===== config.mk =====
export PLATFORM = sky130hd
export DESIGN_NAME = gvfs_div
export DESIGN_NICKNAME = d
export VERILOG_FILES = /design/src/rtl/core/gvfs_div.sv
export SDC_FILE = /design/constraint.sdc
export NUM_CORES = 1
export LEC_CHECK = 0
export ABC_CLOCK_PERIOD_IN_PS = 6700
export BUFFER_PORTS_ARGS = -buffer_cell sky130_fd_sc_hd__clkbuf_2
export CORE_MARGIN = 5
export CORE_UTILIZATION = 35
export CTS_BUF_LIST = sky130_fd_sc_hd__clkbuf_16
export DETAILED_ROUTE_END_ITERATION = 10
export PLACE_DENSITY = 0.62
export SKIP_LAST_GASP = 1
export SYNTH_ARGS = -nofsm -noshare
export SYNTH_HDL_FRONTEND = slang
export SYNTH_SLANG_ARGS = --single-unit

===== constraint.sdc =====
create_clock -name clk -period 6.7 [get_ports clk]
set_input_delay 0.335 -clock clk [delete_from_list [all_inputs] [get_ports clk]]
set_output_delay 0.335 -clock clk [all_outputs]
set_load 0.01 [all_outputs]

===== src/rtl/core/gvfs_div.sv =====
// ----------------------------------------------------------------------------
// gvfs_div
// Signed restoring divider, one quotient bit per cycle, truncates to zero.
// ----------------------------------------------------------------------------
module gvfs_div #(
	parameter int NW = 62,
	parameter int DW = 42
) (
	input  logic                 clk,
	input  logic                 arst_n,
	input  logic                 start,
	input  logic signed [NW-1:0] num,
	input  logic        [DW-1:0] den,
	output logic                 done,
	output logic signed [NW-1:0] quo
);

	localparam int CW = $clog2(NW + 1);

	logic [NW-1:0] q_q;
	logic [DW:0]   rem_q;
	logic [DW-1:0] den_q;
	logic          neg_q;
	logic [CW-1:0] cnt_q;
	logic          busy_q;
	logic [DW:0]   trial;
	logic [DW:0]   diff;

	assign trial = {rem_q[DW-1:0], q_q[NW-1]};
	assign diff  = trial - {1'b0, den_q};

	always_ff @(posedge clk or negedge arst_n) begin
		if (!arst_n) begin
			busy_q <= 1'b0;
			done   <= 1'b0;
			cnt_q  <= '0;
		end else begin
			done <= 1'b0;
			if (start) begin
				busy_q <= 1'b1;
				cnt_q  <= CW'(NW);
			end else if (busy_q) begin
				cnt_q <= cnt_q - 1'b1;
				if (cnt_q == CW'(1)) begin
					busy_q <= 1'b0;
					done   <= 1'b1;
				end
			end
		end
	end

	always_ff @(posedge clk) begin
		if (start) begin
			neg_q <= num[NW-1];
			q_q   <= num[NW-1] ? NW'(-num) : num;
			rem_q <= '0;
			den_q <= den;
		end else if (busy_q) begin
			if (!diff[DW]) begin
				rem_q <= diff;
				q_q   <= {q_q[NW-2:0], 1'b1};
			end else begin
				rem_q <= trial;
				q_q   <= {q_q[NW-2:0], 1'b0};
			end
		end
	end

	assign quo = neg_q ? NW'(-$signed(q_q)) : $signed(q_q);

endmodule


# Word level (Yosys, flattened, before mapping)
# Cells that the tools add are included.
[op_classes]
n_mux = 14
addsub = 4
eq_ne = 1
n_reduce_logical = 1
[ops]
columns = ["cell", "count"]
rows = [
  ["$mux W62", 4],
  ["$neg A62 Y62", 2],
  ["$sub A43 B42 Y43", 1],
  ["$mux W42", 1],
  ["$mux W6", 2],
  ["$mux W1", 7],
  ["$eq A6 B1 Y1 const B", 1],
  ["$sub A6 B1 Y6 const B", 1],
  ["$reduce_bool A2 Y1", 1],
]
[totals]
out_inout_bits = 63
input_bits = 107
ff_bits = 155

# Depth between registers and ports, before layout
[depth]
word_depth = 4
depth_mapped = 16

# Worst setup path after synthesis
# No wires, ideal clock.
[synth_path]
kind = "flip-flop to output port"
from = "reg q_q[11]"
to = "out quo[56]"
setup_slack_ps = 3194
path_stages_with_launch = 10
t_arrival_ps = 3171
required_time_ps = 6365
path_cell_list = "edfxtp_1 > or4_4 > nor4_4 > nand4_2 > nand2b_4 > or3_4 > or3_4 > or4_4 > o41ai_2 > xnor2_1"
[synth_via]
elab_chain_cells = 2
[synth_lines]
columns = ["element", "line", "text"]
rows = [
  ["start: declaration", "20", "logic [NW-1:0] q_q;"],
  ["start signal: assignment", "55", "q_q <= num[NW-1] ? NW'(-num) : num;"],
  ["start signal: assignment", "61", "q_q <= {q_q[NW-2:0], 1'b1};"],
  ["start signal: assignment", "64", "q_q <= {q_q[NW-2:0], 1'b0};"],
  ["$neg A62 Y62", "69", "assign quo = neg_q ? NW'(-$signed(q_q)) : $signed(q_q);"],
  ["$mux W62", "69", ""],
  ["end: declaration", "15", "output logic signed [NW-1:0] quo"],
]
# No other way between the ends.

# Worst setup path in the final report
[layout_path]
from = "reg q_q[10]"
to = "out quo[56]"
# Same word-level chain as after synthesis.

==> metrics.cfg <==
[critical_path]
path_class = reg -> out
crit_cells = 10
crit_path_max_fanout = 6
critical_path.top_delay_family = simple AND/OR/NAND/NOR gates
crit_arrival_ps = 4060
reg2reg_depth = 13
crit_slowest_cell = or4_4
cp-end-kind = primary output
path_buf_inv = 1
path_cells = or4_4 > nor4_4 > nand4_2 > nand2b_4 > or3_4 > or3_4 > or4_4 > o41ai_2 > xnor2_1 > clkbuf_2
slowest_delay_ps = 580
cp-start-kind = register
worstPathRequired_ps = 6360

[finish]
register_area_sq_um = 4200
nets = 1529
num_antenna_cells = 0
drive_gt1_share_pct = 17.2
multi_input_area_sq_um = 6500
syn_to_final_growth_pct = 16.3
fillers = 3161

[clocking]
cts-buffers-inserted = 17
clockBufferDepth = 2
post_cts_resize_count = 0
h-tree-depth = 4
tritoncts = built
cts_hold_buf = 1
cts-root-buf = clkbuf_16
clock_latency_ps = 430
clkTransAtPathRegs_ps = 70
clock-sinks = 155
cts_setup_buffers = 0

[timing]
finalMaxSlewViolations = 0
skew_ps = 14.1
worst_pin_slew_ps = 1230
period_minus_slack_ps = 4400
setup_tns_ps = 0
finalSetupViolCount = 0
slew_headroom_pct = 18.1
hold_viol = 0
hold_slack_ps = 78.6
rsz0062_at_grt = no
period_share_pct = 65.6
fmax_mhz = 228

[synth]
synth.distinct_cells = 67
synth_edf_count = 105
synth_top_area_cell = edfxtp_1
async_flop_share_pct = 5.16
yosysWarnings = 0
synth_seq_cells = 155
synth.cell_area_sq_um = 11200
synth_nets = 1398
yosysTopAreaCellShare_pct = 28.2
synthCells = 1244
yosysSeqAreaShare_pct = 37.6
synthFlopType = edfxtp_1
synth.avg_cell_area_sq_um = 8.97
synthTopCellsByArea = edfxtp_1 (28%), dfxtp_1 (7.5%), xnor2_1 (6.4%)

[pwr]
power.density_nw_per_um2 = 297
seqPwrFrac_pct = 34.2
peakVddDrop_mv = 0.164
p_sw_w = 0.00140
switching_share_pct = 36.3
p_clk_share_pct = 28.3
intPower_w = 0.00246
pwr-share-comb_pct = 37.4
cellLeakagePower_nw = 5.27

[drt]
drt.antenna.violating_nets = 0
wl_um = 29100
dr_total_vias = 9527
drc = 0
post_drt_wl_per_cell_um = 16.3
first_pass_iters = 7
drt_iter0_drc = 679
viasPerCell = 5.32

[global_route]
grt_use_total_pct = 16.0
grt_max_degree = 99
grt_pass1_vias = 9101
grt_pass1_wl_um = 46900
antenna_found_initial = 0
overflow = 0

[placed_design]
port_buffers = 169
place_congestion = 0.872
hpwl_um = 21900

[min_path]
min_path_type = in -> reg
worstHoldPathCells = 1

[die]
start_util_pct = 35.4
core_area_sq_um = 31600
fp.dieH_um = 189
dieWidth_um = 189
num_io_pins = 170
fp-row-count = 65
dieArea_sq_um = 35600

[outcome]
status = completed

[run]
max_cap_viol_count = 0

[cell type report]
class                   count  share of cell area, %
clock buffers              17                   3.28
clock inverters            15                   1.77
inverters                  58                   1.68
multi-input cells         966                   50.1
flip-flops and latches    155                   32.3
well taps                 402                   3.87
repair buffers            177                   7.04
[cells by family (layout without fill, tap and decap cells)]
| group | count (synthesis) | count (layout) | synth area share [%] |
|---|---|---|---|
| buffers and inverters | 123 | 267 | 4.20 |
| DFF | 155 | 155 | 37.6 |
| and+or+nand+nor | 378 | 378 | 17.2 |
| adders and majority gates | 47 | 47 | 5.34 |
| AOI/OAI and AO/OA | 343 | 343 | 19.7 |
| xor gates and xnor gates | 159 | 159 | 12.5 |
| muxes | 39 | 39 | 3.52 |
[placed cells by master, fill, tap and decap left out, drive strengths merged, types with 4 or more instances in the layout]
cell type,n
nor2b,4
or3,17
nand2b,16
o22ai,4
nor4,12
nand2,86
nor3,19
bufinv,4
edfxtp,105
mux2i,37
a21o,15
clkbuf,185
xnor2,82
nor2,149
o21a,5
a211oi,39
a21oi,118
inv,65
and3,7
nand3b,5
o31ai,37
xor2,77
dfrtp,8
dfxtp,42
ha,46
or4,19
o41ai,21
buf,8
o21bai,7
o211ai,7
nand4b,4
nand4,17
o21ai,67
nand3,13
[synthesized netlist by cell type (5+ instances only)]
cell / number
o21ai_1: 7
xnor2_1: 82
a211oi_1: 39
o21a_1: 5
o211ai_1: 7
nor3_1: 17
a21oi_1: 118
nand3_1: 13
o31ai_1: 37
a21o_1: 15
or3_1: 15
nor2_1: 149
nand4_1: 15
o41ai_1: 17
nand2b_1: 15
and3_1: 7
or4_4: 5
clkbuf_1: 60
o21bai_1: 7
edfxtp_1: 105
dfrtp_1: 8
nor4_1: 8
nand2_1: 86
or4_1: 14
inv_1: 58
xor2_1: 77
nand3b_1: 5
dfxtp_1: 42
ha_1: 46
o21ai_0: 60
mux2i_1: 37
[power by group through the flow]
stage,clock (W),combinational (W),sequential (W)
final,0.00109,0.00144,0.00132
after global routing,0.00117,0.00161,0.00134
after CTS,0.00113,0.00145,0.00132
after detailed placement,0,0.00144,0.00134
after global placement,0,0.00143,0.00134
after floorplan,0,0.00109,0.00130
[registers in the layout, indices dropped and copies added, names as in the netlist]
| register | cells |
|---|---|
| q_q | 62 |
| cnt_q | 6 |
| done | 1 |
| rem_q | 42 |
| den_q | 42 |
| busy_q | 1 |
| neg_q | 1 |
[metal layers]
layer  track usage (%)  vias to the layer above  routed length (um)
met1              22.0                     4437               14100
met4              3.90                        0                 384
li1                  -                     4805                   -
met5                 0                        -                   0
met3              2.95                       24                1580
met2              26.0                      261               13100
[stage by stage]
stage	cell area (sq um)	total power, W	setup WS [ps]	utilization, %	cells
floorplan	11200	0.00239	3190	-	1244
global placement	12300	0.00277	2570	39.0	1757
detailed placement	12300	0.00278	2630	39.0	1757
CTS	13000	0.00390	2290	41.2	1790
global route	13000	0.00412	2100	41.2	1790
finish	13000	0.00386	2300	41.2	1790
[worst paths after layout]
path,startpoint,to,slack (ps)
max,q_q[10],quo[56],2300
min,den[33],den_q[33],80
max reg2reg,q_q[61],rem_q[29],2850
min reg2reg,rem_q[34],rem_q[34],500
max in group asynchronous,arst_n,busy_q,6210
min in group asynchronous,arst_n,cnt_q[3],280
[worst register-to-register path, stage by stage (launching register included)]
cell and delay (ps):
edfxtp_1 420, inv_1 90, ha_1 160, inv_1 50
fa_1 390, a21o_1 200, a311o_1 380, nand4b_1 120
nand3_1 120, nand3_1 130, and3_1 180, or3_2 870
o311ai_0 340, a311oi_1 320
No activity file was read; power rests on OpenSTA's default activity.
